`src/btpa_pkg.sv`:
```
`timescale 1ns / 1ps
// ----------------------------------------------------------------------------
// btpa_pkg
// Shared types, constants and helpers of the buddy tree page allocator.
// ----------------------------------------------------------------------------
package btpa_pkg;

	localparam int TREE_LEVELS = 18;
	localparam int PAGE_SHIFT  = 12;
	localparam int PAGES_W     = 21;
	localparam int ADDR_W      = 32;
	localparam int CMD_W       = 2;

	localparam logic [CMD_W-1:0] CMD_ALLOC = 2'd0;
	localparam logic [CMD_W-1:0] CMD_FREE  = 2'd1;
	localparam logic [CMD_W-1:0] CMD_MARK  = 2'd2;

	typedef enum logic [1:0] {
		NS_FREE  = 2'd0,
		NS_PART  = 2'd1,
		NS_ALLOC = 2'd2,
		NS_FULL  = 2'd3
	} node_st_t;

	typedef enum logic [1:0] {
		RS_ROOT,
		RS_SELF,
		RS_LEFT,
		RS_RIGHT
	} rd_sel_t;

	typedef enum logic [2:0] {
		MV_HOLD,
		MV_LEFT,
		MV_RIGHT,
		MV_ADDR,
		MV_UP
	} mv_t;

	typedef enum logic [4:0] {
		ST_CLEAR,
		ST_IDLE,
		ST_DISPATCH,
		ST_A_ROOT,
		ST_A_ENTER,
		ST_A_TGT,
		ST_A_C0,
		ST_A_C1,
		ST_F_RD,
		ST_F_CHK,
		ST_M_RD,
		ST_M_CHK,
		ST_UP,
		ST_RD_L,
		ST_RD_R,
		ST_RD_P,
		ST_A_SET,
		ST_M_SET,
		ST_F_FIX,
		ST_DONE
	} ctl_state_t;

	typedef struct packed {
		rd_sel_t  rd_sel;
		logic     we;
		node_st_t wstate;
		logic     clr_step;
		logic     load;
		mv_t      mv;
		logic     cap_left;
		logic     cap_right;
		logic     set_ok;
		logic     set_grant;
		logic     set_freed;
		logic     load_out;
	} dp_cmd_t;

	typedef struct packed {
		logic [1:0]       rdata;
		logic [1:0]       left_st;
		logic [1:0]       right_st;
		logic [CMD_W-1:0] cmd;
		logic             pc_zero;
		logic             cap_ok;
		logic             at_root;
		logic             at_leaf;
		logic             at_cap;
		logic             is_target;
		logic             eq_base;
		logic             k;
		logic             ok;
		logic             out_free;
		logic             clr_last;
	} dp_sts_t;

	function automatic logic usable(input logic [1:0] s);
		return (s == NS_FREE) || (s == NS_PART);
	endfunction

endpackage

```
`src/btpa_ctrl.sv`:
```
`timescale 1ns / 1ps
// ----------------------------------------------------------------------------
// btpa_ctrl
// Controller: sequences the tree walk for allocate, free and mark.
// ----------------------------------------------------------------------------
module btpa_ctrl (
	input  logic               clk,
	input  logic               arst_n,
	input  logic               req_valid,
	output logic               req_ready,
	input  btpa_pkg::dp_sts_t  sts,
	output btpa_pkg::dp_cmd_t  cmd
);

	btpa_pkg::ctl_state_t state_q;
	btpa_pkg::ctl_state_t state_d;

	logic both_unusable;

	assign both_unusable = !btpa_pkg::usable(sts.left_st) && !btpa_pkg::usable(sts.rdata);

	always_ff @(posedge clk or negedge arst_n) begin
		if (!arst_n) begin
			state_q <= btpa_pkg::ST_CLEAR;
		end else begin
			state_q <= state_d;
		end
	end

	// next state
	always_comb begin
		state_d = state_q;
		unique case (state_q)
			btpa_pkg::ST_CLEAR: begin
				if (sts.clr_last) begin
					state_d = btpa_pkg::ST_IDLE;
				end
			end
			btpa_pkg::ST_IDLE: begin
				if (req_valid) begin
					state_d = btpa_pkg::ST_DISPATCH;
				end
			end
			btpa_pkg::ST_DISPATCH: begin
				if (sts.cmd == btpa_pkg::CMD_ALLOC) begin
					state_d = sts.pc_zero ? btpa_pkg::ST_DONE : btpa_pkg::ST_A_ROOT;
				end else if (sts.cmd == btpa_pkg::CMD_FREE) begin
					state_d = btpa_pkg::ST_F_RD;
				end else if (sts.cmd == btpa_pkg::CMD_MARK && !sts.pc_zero && sts.cap_ok) begin
					state_d = btpa_pkg::ST_M_RD;
				end else begin
					state_d = btpa_pkg::ST_DONE;
				end
			end
			btpa_pkg::ST_A_ROOT: begin
				state_d = btpa_pkg::usable(sts.rdata) ? btpa_pkg::ST_A_ENTER : btpa_pkg::ST_DONE;
			end
			btpa_pkg::ST_A_ENTER: begin
				state_d = sts.is_target ? btpa_pkg::ST_A_TGT : btpa_pkg::ST_A_C0;
			end
			btpa_pkg::ST_A_TGT: state_d = btpa_pkg::ST_UP;
			btpa_pkg::ST_A_C0: begin
				state_d = btpa_pkg::usable(sts.rdata) ? btpa_pkg::ST_A_ENTER : btpa_pkg::ST_A_C1;
			end
			btpa_pkg::ST_A_C1: begin
				state_d = btpa_pkg::usable(sts.rdata) ? btpa_pkg::ST_A_ENTER : btpa_pkg::ST_UP;
			end
			btpa_pkg::ST_F_RD: state_d = btpa_pkg::ST_F_CHK;
			btpa_pkg::ST_F_CHK: begin
				if (sts.eq_base && sts.rdata == btpa_pkg::NS_ALLOC) begin
					state_d = btpa_pkg::ST_UP;
				end else if (sts.at_leaf) begin
					state_d = btpa_pkg::ST_DONE;
				end else begin
					state_d = btpa_pkg::ST_F_RD;
				end
			end
			btpa_pkg::ST_M_RD: state_d = btpa_pkg::ST_M_CHK;
			btpa_pkg::ST_M_CHK: begin
				if (sts.at_cap) begin
					state_d = (sts.eq_base && sts.rdata == btpa_pkg::NS_FREE)
						? btpa_pkg::ST_UP : btpa_pkg::ST_DONE;
				end else if (sts.rdata == btpa_pkg::NS_ALLOC) begin
					state_d = btpa_pkg::ST_DONE;
				end else begin
					state_d = btpa_pkg::ST_M_RD;
				end
			end
			btpa_pkg::ST_UP: begin
				state_d = sts.at_root ? btpa_pkg::ST_DONE : btpa_pkg::ST_RD_L;
			end
			btpa_pkg::ST_RD_L: state_d = btpa_pkg::ST_RD_R;
			btpa_pkg::ST_RD_R: begin
				if (sts.cmd == btpa_pkg::CMD_FREE) begin
					state_d = btpa_pkg::ST_RD_P;
				end else if (sts.cmd == btpa_pkg::CMD_ALLOC) begin
					state_d = btpa_pkg::ST_A_SET;
				end else begin
					state_d = btpa_pkg::ST_M_SET;
				end
			end
			btpa_pkg::ST_RD_P: state_d = btpa_pkg::ST_F_FIX;
			btpa_pkg::ST_A_SET: begin
				// left subtree failed: try the right sibling if it is usable
				if (!both_unusable && !sts.ok && !sts.k && btpa_pkg::usable(sts.rdata)) begin
					state_d = btpa_pkg::ST_A_ENTER;
				end else begin
					state_d = btpa_pkg::ST_UP;
				end
			end
			btpa_pkg::ST_M_SET: state_d = btpa_pkg::ST_UP;
			btpa_pkg::ST_F_FIX: state_d = btpa_pkg::ST_UP;
			btpa_pkg::ST_DONE: begin
				if (sts.out_free) begin
					state_d = btpa_pkg::ST_IDLE;
				end
			end
			default: state_d = btpa_pkg::ST_IDLE;
		endcase
	end

	// outputs
	always_comb begin
		cmd           = '0;
		cmd.rd_sel    = btpa_pkg::RS_SELF;
		cmd.mv        = btpa_pkg::MV_HOLD;
		cmd.wstate    = btpa_pkg::NS_FREE;
		req_ready     = 1'b0;
		unique case (state_q)
			btpa_pkg::ST_CLEAR: cmd.clr_step = 1'b1;
			btpa_pkg::ST_IDLE: begin
				req_ready = 1'b1;
				cmd.load  = req_valid;
			end
			btpa_pkg::ST_DISPATCH: cmd.rd_sel = btpa_pkg::RS_ROOT;
			btpa_pkg::ST_A_ENTER: begin
				cmd.rd_sel = sts.is_target ? btpa_pkg::RS_SELF : btpa_pkg::RS_LEFT;
			end
			btpa_pkg::ST_A_TGT: begin
				if (sts.rdata != btpa_pkg::NS_PART) begin
					cmd.we        = 1'b1;
					cmd.wstate    = btpa_pkg::NS_ALLOC;
					cmd.set_grant = 1'b1;
					cmd.set_ok    = 1'b1;
				end
			end
			btpa_pkg::ST_A_C0: begin
				if (btpa_pkg::usable(sts.rdata)) begin
					cmd.mv = btpa_pkg::MV_LEFT;
				end else begin
					cmd.rd_sel = btpa_pkg::RS_RIGHT;
				end
			end
			btpa_pkg::ST_A_C1: begin
				if (btpa_pkg::usable(sts.rdata)) begin
					cmd.mv = btpa_pkg::MV_RIGHT;
				end
			end
			btpa_pkg::ST_F_CHK: begin
				if (sts.eq_base && sts.rdata == btpa_pkg::NS_ALLOC) begin
					cmd.we        = 1'b1;
					cmd.wstate    = btpa_pkg::NS_FREE;
					cmd.set_freed = 1'b1;
					cmd.set_ok    = 1'b1;
				end else if (!sts.at_leaf) begin
					cmd.mv = btpa_pkg::MV_ADDR;
				end
			end
			btpa_pkg::ST_M_CHK: begin
				if (sts.at_cap) begin
					if (sts.eq_base && sts.rdata == btpa_pkg::NS_FREE) begin
						cmd.we     = 1'b1;
						cmd.wstate = btpa_pkg::NS_ALLOC;
						cmd.set_ok = 1'b1;
					end
				end else if (sts.rdata != btpa_pkg::NS_ALLOC) begin
					cmd.mv = btpa_pkg::MV_ADDR;
				end
			end
			btpa_pkg::ST_UP: begin
				if (!sts.at_root) begin
					cmd.mv = btpa_pkg::MV_UP;
				end
			end
			btpa_pkg::ST_RD_L: cmd.rd_sel = btpa_pkg::RS_LEFT;
			btpa_pkg::ST_RD_R: begin
				cmd.rd_sel   = btpa_pkg::RS_RIGHT;
				cmd.cap_left = 1'b1;
			end
			btpa_pkg::ST_RD_P: begin
				cmd.rd_sel    = btpa_pkg::RS_SELF;
				cmd.cap_right = 1'b1;
			end
			btpa_pkg::ST_A_SET: begin
				if (both_unusable) begin
					cmd.we     = 1'b1;
					cmd.wstate = btpa_pkg::NS_FULL;
				end else if (sts.ok) begin
					cmd.we     = 1'b1;
					cmd.wstate = btpa_pkg::NS_PART;
				end else if (!sts.k && btpa_pkg::usable(sts.rdata)) begin
					cmd.mv = btpa_pkg::MV_RIGHT;
				end
			end
			btpa_pkg::ST_M_SET: begin
				cmd.we     = 1'b1;
				cmd.wstate = both_unusable ? btpa_pkg::NS_FULL : btpa_pkg::NS_PART;
			end
			btpa_pkg::ST_F_FIX: begin
				// merge buddies, or reopen a full parent
				if (sts.left_st == btpa_pkg::NS_FREE && sts.right_st == btpa_pkg::NS_FREE) begin
					cmd.we     = 1'b1;
					cmd.wstate = btpa_pkg::NS_FREE;
				end else if (sts.rdata == btpa_pkg::NS_FULL) begin
					cmd.we     = 1'b1;
					cmd.wstate = btpa_pkg::NS_PART;
				end
			end
			btpa_pkg::ST_DONE: cmd.load_out = sts.out_free;
			default: begin
			end
		endcase
	end

endmodule

```
`config.mk`:
```
export PLATFORM = sky130hd
export DESIGN_NAME = btpa_ctrl
export DESIGN_NICKNAME = d
export VERILOG_FILES = /design/src/btpa_pkg.sv /design/src/btpa_ctrl.sv
export SDC_FILE = /design/constraint.sdc
export NUM_CORES = 1
export LEC_CHECK = 0
export ABC_CLOCK_PERIOD_IN_PS = 2400
export BUFFER_PORTS_ARGS = -buffer_cell sky130_fd_sc_hd__buf_2
export CAP_MARGIN = 30
export CELL_PAD_IN_SITES_DETAIL_PLACEMENT = 1
export CELL_PAD_IN_SITES_GLOBAL_PLACEMENT = 1
export CORE_UTILIZATION = 37
export CTS_BUF_LIST = sky130_fd_sc_hd__clkbuf_8
export CTS_CLUSTER_SIZE = 12
export DETAILED_ROUTE_END_ITERATION = 7
export MAX_ROUTING_LAYER = met4
export PLACE_DENSITY = 0.9
export SLEW_MARGIN = 20
export SYNTH_ARGS = -nofsm -noshare
export SYNTH_HDL_FRONTEND = slang
export SYNTH_SLANG_ARGS = --single-unit
```
`constraint.sdc`:
```
create_clock -name clk -period 2.4 [get_ports clk]
set_clock_uncertainty 0.05 [all_clocks]
set_input_delay 0.36 -clock clk [delete_from_list [all_inputs] [get_ports clk]]
set_output_delay 0.36 -clock clk [all_outputs]
set_load 0.05 [all_outputs]
```
==> results of run 1 <==
[how the worst min path moves through the flow]
| stage | from | end | cells past startpoint |
|---|---|---|---|
| 6_report | sts[0] | state_q[0] | 3 |
| 5_1_grt | arst_n | state_q[3] | 2 |
| 4_1_cts | sts[0] | state_q[0] | 3 |
| 3_5_place_dp | arst_n | state_q[1] | 1 |
| 3_3_place_gp | arst_n | state_q[1] | 1 |
| 2_1_floorplan | arst_n | state_q[0] | 0 |
[metal layers]
layer  routed length (um)  global-route usage [%]  vias up
met4                  100                    7.02        0
met3                  171                    2.01       12
li1                     -                       -      626
met1                 1680                    36.5      657
met2                 1990                    52.9       66
met5                    0                       -        -
[area by class of cell]
class	count	area, sq um	share of cell area [%]
multi-input cells	118	812	61.2
repair buffers	48	273	20.5
well taps	30	37.5	2.83
inverters	9	33.8	2.54
clock buffers	3	41.3	3.11
flip-flops and latches	5	126	9.52
clock inverters	1	3.75	0.283
[cells by family after synthesis]
group           after synthesis  share of synthesized area (%)
buf+inv                      19                           10.0
mux                           2                           2.05
simple gates                 70                           41.0
xor+xnor                      1                          0.898
flops                         5                           12.8
compound gates               45                           33.2
[worst max-delay path, stage by stage, from the launching register on]
cell and delay (ps):
dfrtp_2 470, or3b_1 500, o21ai_0 200, a21oi_1 90
o22ai_1 130, buf_2 280
[power by group through the flow]
stage / Combinational [mW] / Sequential (mW) / Clock [mW]
after floorplan: 0.961 / 0.152 / 0
after global placement: 1.19 / 0.196 / 0
after detailed placement: 1.23 / 0.199 / 0
after CTS: 1.25 / 0.200 / 0.147
after global routing: 1.36 / 0.213 / 0.152
final: 1.28 / 0.207 / 0.145
[what timing repair did]
| action | CTS | global route |
|---|---|---|
| gates resized for setup | 2 | 5 |
| hold buffers | 1 | 0 |
| endpoints found under the setup margin | 2 | 7 |
| hold endpoints to repair | 5 | 0 |
| pin swaps | 0 | 0 |
[layout by cell type (no fill, tap or decap), types with 4 or more instances in the layout]
master,n
nor2_1,16
o21ai_0,4
inv_1,10
o32a_1,4
buf_4,10
a21oi_1,12
dfrtp_1,4
nand2_1,10
buf_2,36
nor4_1,4
nand2b_1,5
==> metrics.txt, run 1 <==
Sw Pwr 0.952 mW; antenna diode count 0; min-delay worst type input pin to flip-flop; num ports 39; Syn Inst Count 142; clk root buf clkbuf_8; Worst-path clk slew 30 ps; most numerous cell in the Yosys netlist nor2_1; Post-synth EDFFs 0; Residual DRC 0; initial antenna violation count 0; setup bufs post-CTS 0; Die Ht 53.4 um; FF-to-FF End state_q[0]; row cnt 18; gr ovfl total 0; period utilization 95.8%; GP Congestion 0.965; RSZ-0062 raised after global routing no; MaxCap Viol Count 0; max reg flops 5; max-slew violations 0; Slew @ Worst Pin 448 ps; Non-Filler Instances 214; Peak VDD IR 0.822 mV; Via density 6.36; clk_lat worst skew 210 ps; CORE AREA 0.00248 sq mm; Switching Fraction 58.5%; DR iter-0 viols 43; Clock Power Share 8.9%; top flop regs state_q (5); dpl cells 209; CTS tree built; total iterations of the first detailed-routing run 4; highest clock rate 0.435 GHz; leading area contributor after synthesis dfrtp_1; # nets final 207; pre-CTS WS 223 ps; first-pass GRT wire length 6040 um; CTS Buffer Depth 2; WL final 3940 um; Startpoint Class flip-flop; combinational share of power 78.4%; via count 1,361; clock sink count 5; syn_nets 164; Reg2Reg Depth 5; Synth cell types 52; CP endpoint cmd[15]; Die X 53.4 um; area grow syn2layout 36.0%; layout cell share with drive strength beyond 1 36.4%; Post-DP Area 0.00125 sq mm; setup ws final 100 ps; final setup violation count 0; Fin. Hold Viols 0; Int Pwr 0.675 mW; Max H-tree Level 1; largest net degree at the start of global routing 18; status complete, no violations; asr flop ratio synth 100%; Lkg Pwr 0.589 nW; setup tns final 0 ps; Hold Worst Slack 424 ps; kind of critical path flip-flop to output pin; Most used DFF post-synth dfrtp_1; most flop-heavy register state_q; Synth top area share 12.8%; post-synthesis sequential area ratio 12.8%; flops & latches, synth 5; syn_area_per_cell 6.87 sq um; Worst R2R Start state_q[1]; post-route minimum period 2300 ps; sequential share of power 12.7%; Max FO, Critical Path 11; total track usage 29.9%; die area 0.00285 sq mm; worst reg2reg setup slack 420 ps; DR WL/cell 18.4 um; Final ANT Viol Nets 0; Buffers on Ports 38; Slew Limit Headroom 69.8%; Worst EP required 1990 ps; worst path arrival time 1890 ps; largest cells by area after synthesis dfrtp_1 13%, nor2_1 6.9%, a21oi_1 6.2%; post-DP HPWL 3050 um; Post-synth top cells 18 x nor2_1, 12 x a21oi_1, 10 x nand2_1; mapped cell area 976 sq um; crit path launch state_q[4]; Yosys warnings 0; design area 0.00133 sq mm; CTS buffer count 3; vias in the first global route 1,286; Final Core Density 53.6%; Tot Pwr 1.63 mW; critical path capture point type output pin; fillcell total 334; Pwr Density 1230 mW/mm^2; initial core utilization 39.4%
Note: power is estimated with default switching activity, not from simulation.
==> inputs of run 2 (changes only) <==
==> config.mk (replaced) <==
export PLATFORM = sky130hd
export DESIGN_NAME = btpa_ctrl
export DESIGN_NICKNAME = d
export VERILOG_FILES = /design/src/btpa_pkg.sv /design/src/btpa_ctrl.sv
export SDC_FILE = /design/constraint.sdc
export NUM_CORES = 1
export LEC_CHECK = 0
export ABC_CLOCK_PERIOD_IN_PS = 1900
export CAP_MARGIN = 30
export CELL_PAD_IN_SITES_DETAIL_PLACEMENT = 1
export CELL_PAD_IN_SITES_GLOBAL_PLACEMENT = 1
export CORE_UTILIZATION = 40
export CTS_BUF_LIST = sky130_fd_sc_hd__clkbuf_8
export CTS_CLUSTER_SIZE = 12
export DETAILED_ROUTE_END_ITERATION = 7
export DONT_BUFFER_PORTS = 1
export HOLD_SLACK_MARGIN = 0.12
export MAX_ROUTING_LAYER = met4
export PLACE_DENSITY = 0.79
export SLEW_MARGIN = 20
export SYNTH_ARGS = -nofsm -noshare
export SYNTH_HDL_FRONTEND = slang
export SYNTH_SLANG_ARGS = --single-unit
==> constraint.sdc (replaced) <==
create_clock -name clk -period 1.9 [get_ports clk]
set_clock_uncertainty 0.05 [all_clocks]
set_input_delay 0.285 -clock clk [delete_from_list [all_inputs] [get_ports clk]]
set_output_delay 0.285 -clock clk [all_outputs]
set_load 0.05 [all_outputs]
==> metrics.txt, run 2 <==
num ports 39; most numerous cell in the Yosys netlist nor2_1; largest cells by area after synthesis dfrtp_1 13%, nor2_1 6.9%, a21oi_1 6.2%; Most used DFF post-synth dfrtp_1; Max H-tree Level 1; tool error [ERROR DPL-0033] detailed placement checks failed during check placement.; Failed at 4_1_cts; Synth top area share 12.8%; Syn Inst Count 142; clk root buf clkbuf_8; Yosys warnings 0; mapped cell area 976 sq um; post-CTS resize count 41; asr flop ratio synth 100%; syn_nets 164; status did not finish; cts-stage hold buffer count 1; syn_area_per_cell 6.87 sq um; CTS buffer count 3; Post-synth top cells 18 x nor2_1, 12 x a21oi_1, 10 x nand2_1; post-synthesis sequential area ratio 12.8%; row cnt 17; setup bufs post-CTS 8; post-DP HPWL 3550 um; Synth cell types 52; initial core utilization 43.3%; clock sink count 5; Post-DP Area 0.00145 sq mm; Post-synth EDFFs 0; leading area contributor after synthesis dfrtp_1; flops & latches, synth 5; Die X 51.4 um; CTS Buffer Depth 2; GP Congestion 1.04; Die Ht 51.4 um; Buffers on Ports 0
[run 2: metrics by stage]
stage | TNS [ps] | hold slack [ps] | cells | worst slack, ps | util [%]
floorplan | -1340 | -60.6 | 142 | -352 | -
global placement | 0 | -60.5 | 196 | 21.5 | 64.3
detailed placement | -238 | -60.5 | 196 | -58.6 | 64.3
[run 2: cell families after synthesis]
| group | synth area share (%) |
|---|---|
| compound gates | 33.2 |
| xor+xnor | 0.898 |
| buf+inv | 10.0 |
| flops | 12.8 |
| mux | 2.05 |
| simple gates | 41.0 |
==> inputs of run 3 (changes only) <==
==> config.mk (replaced) <==
export PLATFORM = sky130hd
export DESIGN_NAME = btpa_ctrl
export DESIGN_NICKNAME = d
export VERILOG_FILES = /design/src/btpa_pkg.sv /design/src/btpa_ctrl.sv
export SDC_FILE = /design/constraint.sdc
export NUM_CORES = 1
export LEC_CHECK = 0
export ABC_CLOCK_PERIOD_IN_PS = 2450
export CAP_MARGIN = 30
export CORE_AREA = 2 2 63 65
export DETAILED_ROUTE_END_ITERATION = 7
export DIE_AREA = 0 0 65 67
export DONT_BUFFER_PORTS = 1
export PLACE_DENSITY_LB_ADDON = 0.15
export SLEW_MARGIN = 20
export SYNTH_ARGS = -nofsm -noshare
export SYNTH_HDL_FRONTEND = slang
export SYNTH_SLANG_ARGS = --single-unit
==> constraint.sdc (replaced) <==
create_clock -name clk -period 2.45 [get_ports clk]
set_clock_uncertainty 0.05 [all_clocks]
set_input_delay 0.3675 -clock clk [delete_from_list [all_inputs] [get_ports clk]]
set_output_delay 0.3675 -clock clk [all_outputs]
set_load 0.05 [all_outputs]
==> metrics.txt, run 3 (synthesis gave the netlist of run 1 again) <==
status complete, no violations; MaxCap Viol Count 0; Pwr Density 1210 mW/mm^2; most frequent cells in the layout 19 x buf_4, 17 x nor2_1, 12 x a21oi_1, 10 x nand2_1, 9 x inv_1; total iterations of the first detailed-routing run 5; initial core utilization 27.1%; die area 0.00436 sq mm; clk root buf clkbuf_8; Worst-path clk slew 40 ps; Buffers on Ports 0; Via density 5.78; Startpoint Class flip-flop; via count 1,213; max reg flops 5; RSZ-0062 raised after global routing no; antenna diode count 0; Final Core Density 37.2%; Int Pwr 0.736 mW; Hold Worst Slack 310 ps; DR WL/cell 16.4 um; num ports 39; max-slew violations 0; first-pass GRT wire length 5600 um; Die X 65 um; gr ovfl total 0; Clock Power Share 9.6%; pre-CTS WS 350 ps; min-delay worst type input pin to flip-flop; initial antenna violation count 0; most common cell after layout, fill and taps aside buf_4; post-DP HPWL 2820 um; largest net degree at the start of global routing 18; post-route minimum period 2310 ps; vias in the first global route 1,158; CTS tree built; area grow syn2layout 37.4%; Die Ht 67 um; Worst EP required 2030 ps; row cnt 22; Slew @ Worst Pin 517 ps; DR iter-0 viols 47; crit-path max cell delay 500 ps; kind of critical path flip-flop to output pin; hold path depth 2; layout cell share with drive strength beyond 1 25.3%; Sw Pwr 0.890 mW; clock sink count 5; Max H-tree Level 1; worst path arrival time 1890 ps; critical path cell sequence or3b_1 > nor2_1 > a32oi_1 > o311ai_2 > buf_12; Max FO, Critical Path 9; Slew Limit Headroom 65.3%; combinational share of power 79.2%; # nets final 185; critical path capture point type output pin; sequential share of power 11.2%; CORE AREA 0.00361 sq mm; clk_lat worst skew 230 ps; final setup violation count 0; most flop-heavy register state_q; Peak VDD IR 0.365 mV; Switching Fraction 54.8%; Residual DRC 0; setup tns final 0 ps; setup ws final 143 ps; period utilization 94.2%; total track usage 16.9%; CTS Buffer Depth 2; top flop regs state_q (5); slowest CP cell or3b_1; highest clock rate 0.433 GHz; Fin. Hold Viols 0; WL final 3450 um; Reg2Reg Depth 5; Final ANT Viol Nets 0; GP Congestion 0.872; Lkg Pwr 0.516 nW; CTS buffer count 3
==> run 3: repair_timing <==
action / CTS / global route
buffers inserted: 0 / 0
gates resized for setup: 0 / 1
endpoints found under the setup margin: 0 / 1
hold endpoints to repair: 5 / 0
hold buffers: 1 / 0
==> run 3: power groups by stage <==
| stage | Clock [mW] | Combinational, mW | Sequential [mW] |
|---|---|---|---|
| after floorplan | 0 | 0.941 | 0.149 |
| after global placement | 0 | 1.28 | 0.181 |
| after detailed placement | 0 | 1.28 | 0.180 |
| after CTS | 0.158 | 1.28 | 0.181 |
| after global routing | 0.166 | 1.39 | 0.189 |
| final | 0.156 | 1.29 | 0.182 |
==> run 3: metal layers <==
layer	share of wire [%]	GRT usage [%]	wire (um)
met2	51	29.4	1740
met3	9.6	4.90	330
met1	39	20.3	1360
met4	0.46	4.26	16
met5	0	0	0
==> run 3: final timing paths <==
| check | startpoint | endpoint | slack [ps] |
|---|---|---|---|
| hold reg to reg | state_q[3] | state_q[2] | 530 |
| setup / recovery | state_q[2] | cmd[7] | 140 |
| min in group asynchronous | arst_n | state_q[4] | 400 |
| max in group asynchronous | arst_n | state_q[1] | 1720 |
| hold / removal | sts[8] | state_q[4] | 310 |
| setup reg to reg | state_q[2] | state_q[1] | 620 |
==> run 3: area by class of cell <==
cell class | count | area (sq um)
repair buffers | 26 | 273
inverters | 9 | 33.8
flip-flops and latches | 5 | 125
fillers | 381 | 2260
clock buffers | 4 | 45.0
well taps | 48 | 60.1
multi-input cells | 118 | 805
==> run 3: worst max-delay path: cells and delay by family (launching register included) <==
kind                   cells  cell delay [ps]
buffers and inverters      1              180
AO/OA/AOI/OAI              2              320
flip-flops                 1              450
AND/OR/NAND/NOR            2              710
==> run 3: stage by stage <==
| step | cells | area, sq um | power, mW |
|---|---|---|---|
| 2_1_floorplan | 142 | 1020 | 1.09 |
| 3_3_place_gp | 205 | 1280 | 1.46 |
| 3_5_place_dp | 205 | 1280 | 1.46 |
| 4_1_cts | 210 | 1340 | 1.62 |
| 5_1_grt | 210 | 1340 | 1.75 |
| 6_report | 210 | 1340 | 1.63 |
==> inputs of run 4 (changes only) <==
--- a/config.mk
+++ b/config.mk
@@ -8,10 +8,10 @@
 export ABC_CLOCK_PERIOD_IN_PS = 2450
 export CAP_MARGIN = 30
 export CORE_AREA = 2 2 63 65
+export CTS_BUF_LIST = sky130_fd_sc_hd__clkbuf_2
 export DETAILED_ROUTE_END_ITERATION = 7
 export DIE_AREA = 0 0 65 67
 export DONT_BUFFER_PORTS = 1
-export PLACE_DENSITY_LB_ADDON = 0.15
 export SLEW_MARGIN = 20
 export SYNTH_ARGS = -nofsm -noshare
 export SYNTH_HDL_FRONTEND = slang
==> metrics.txt, run 4 (synthesis gave the netlist of run 1 again) <==
status complete, no violations; setup tns final 0 ps; DR iter-0 viols 59; first-pass GRT wire length 5550 um; Max FO, Critical Path 10; # nets final 187; top flop regs state_q (5); kind of critical path flip-flop to output pin; critical path capture point type output pin; Worst-path clk slew 80 ps; Peak VDD IR 0.497 mV; initial core utilization 27.1%; gr ovfl total 0; post-DP HPWL 2610 um; CTS tree built; post-route minimum period 2300 ps; Via density 5.81; Hold Path Sink state_q[0]; Worst R2R Start state_q[2]; initial antenna violation count 0; design area 0.00133 sq mm; period utilization 93.8%; final setup violation count 0; Slew @ Worst Pin 431 ps; max reg flops 5; RSZ-0062 raised after global routing no; vias in the first global route 1,150; area grow syn2layout 36.3%; largest net degree at the start of global routing 21; CTS Buffer Depth 2; worst path arrival time 1880 ps; highest clock rate 0.435 GHz; HP Start sts[0]; hold path depth 2; Worst EP required 2030 ps; FF-to-FF End state_q[1]; Slew Limit Headroom 71.0%; DR WL/cell 15.9 um; MaxCap Viol Count 0; Final Core Density 36.9%; antenna diode count 0; clk root buf clkbuf_2; num ports 39; Max H-tree Level 1; Die Ht 67 um; Met1 Wirelength 1450 um; CTS buffer count 3; WL final 3370 um; clk_lat worst skew 260 ps; most common cell after layout, fill and taps aside buf_4; Startpoint Class flip-flop; most frequent cells in the layout 21 x buf_4, 17 x nor2_1, 12 x a21oi_1, 10 x nand2_1, 9 x inv_1; max-slew violations 0; row cnt 22; met2 WL 1580 um; die area 0.00436 sq mm; clock sink count 5; worst reg2reg setup slack 700 ps; layout cell share with drive strength beyond 1 27.4%; min-delay worst type input pin to flip-flop; routed wl met3 251 um; Final ANT Viol Nets 0; Post-DP Area 0.00127 sq mm; total iterations of the first detailed-routing run 4; Residual DRC 0; Top Metal Used met4; Reg2Reg Depth 5; CORE AREA 0.00361 sq mm; GP Congestion 0.919; Die X 65 um; via count 1,231; Lkg Pwr 0.520 nW; Pwr Density 1180 mW/mm^2; Fin. Hold Viols 0; Buffers on Ports 0; total track usage 16.7%; most flop-heavy register state_q
[run 4: worst max path at each step]
stage / end / slack (ps) / cells after the start / start
final: cmd[13] / 150 / 4 / state_q[3]
after detailed placement: cmd[7] / 270 / 5 / state_q[3]
after floorplan: cmd[13] / 2 / 4 / state_q[3]
after CTS: cmd[13] / 90 / 4 / state_q[3]
after global routing: cmd[7] / 30 / 5 / state_q[3]
after global placement: cmd[13] / 320 / 5 / state_q[3]
[run 4: cell type report]
cell class / instances / area [sq um]
multi-input cells: 118 / 802
clock buffers: 4 / 20.0
flip-flops and latches: 5 / 126
repair buffers: 28 / 288
fillers: 377 / 2280
inverters: 9 / 33.8
well taps: 48 / 60.1
[run 4: through the flow]
step	instances	hold slack (ps)	setup WS (ps)	power, mW
global placement	204	22.2	317	1.43
detailed placement	204	22.2	272	1.42
finish	212	253	152	1.57
CTS	209	257	89.8	1.53
global route	212	269	29.6	1.67
floorplan	142	21.9	2.12	1.09
[run 4: repair_timing]
item / in CTS / in global routing
endpoints found under the hold margin: 5 / 0
buffers inserted: 0 / 3
pin swaps: 0 / 0
hold buffers: 1 / 0
resized for setup: 2 / 0
setup endpoints to repair: 4 / 3
[run 4: power breakdown]
part           total, mW  switching [mW]  internal, mW
sequential         0.164          0.0409         0.123
clock             0.0919          0.0486        0.0433
combinational       1.32           0.798         0.519
[run 4: worst max-delay path, cell delays in order, from the launching register on]
cell	delay, ps
dfrtp_2	470
or3b_1	480
or3_1	370
nand4_1	150
buf_12	150
[run 4: metal layers]
metal  vias to the layer above  global-route usage, %
li1                        586                      -
met3                        11                   3.38
met1                       581                   21.0
met2                        53                   26.9
met4                         0                   8.51
met5                         -                      0
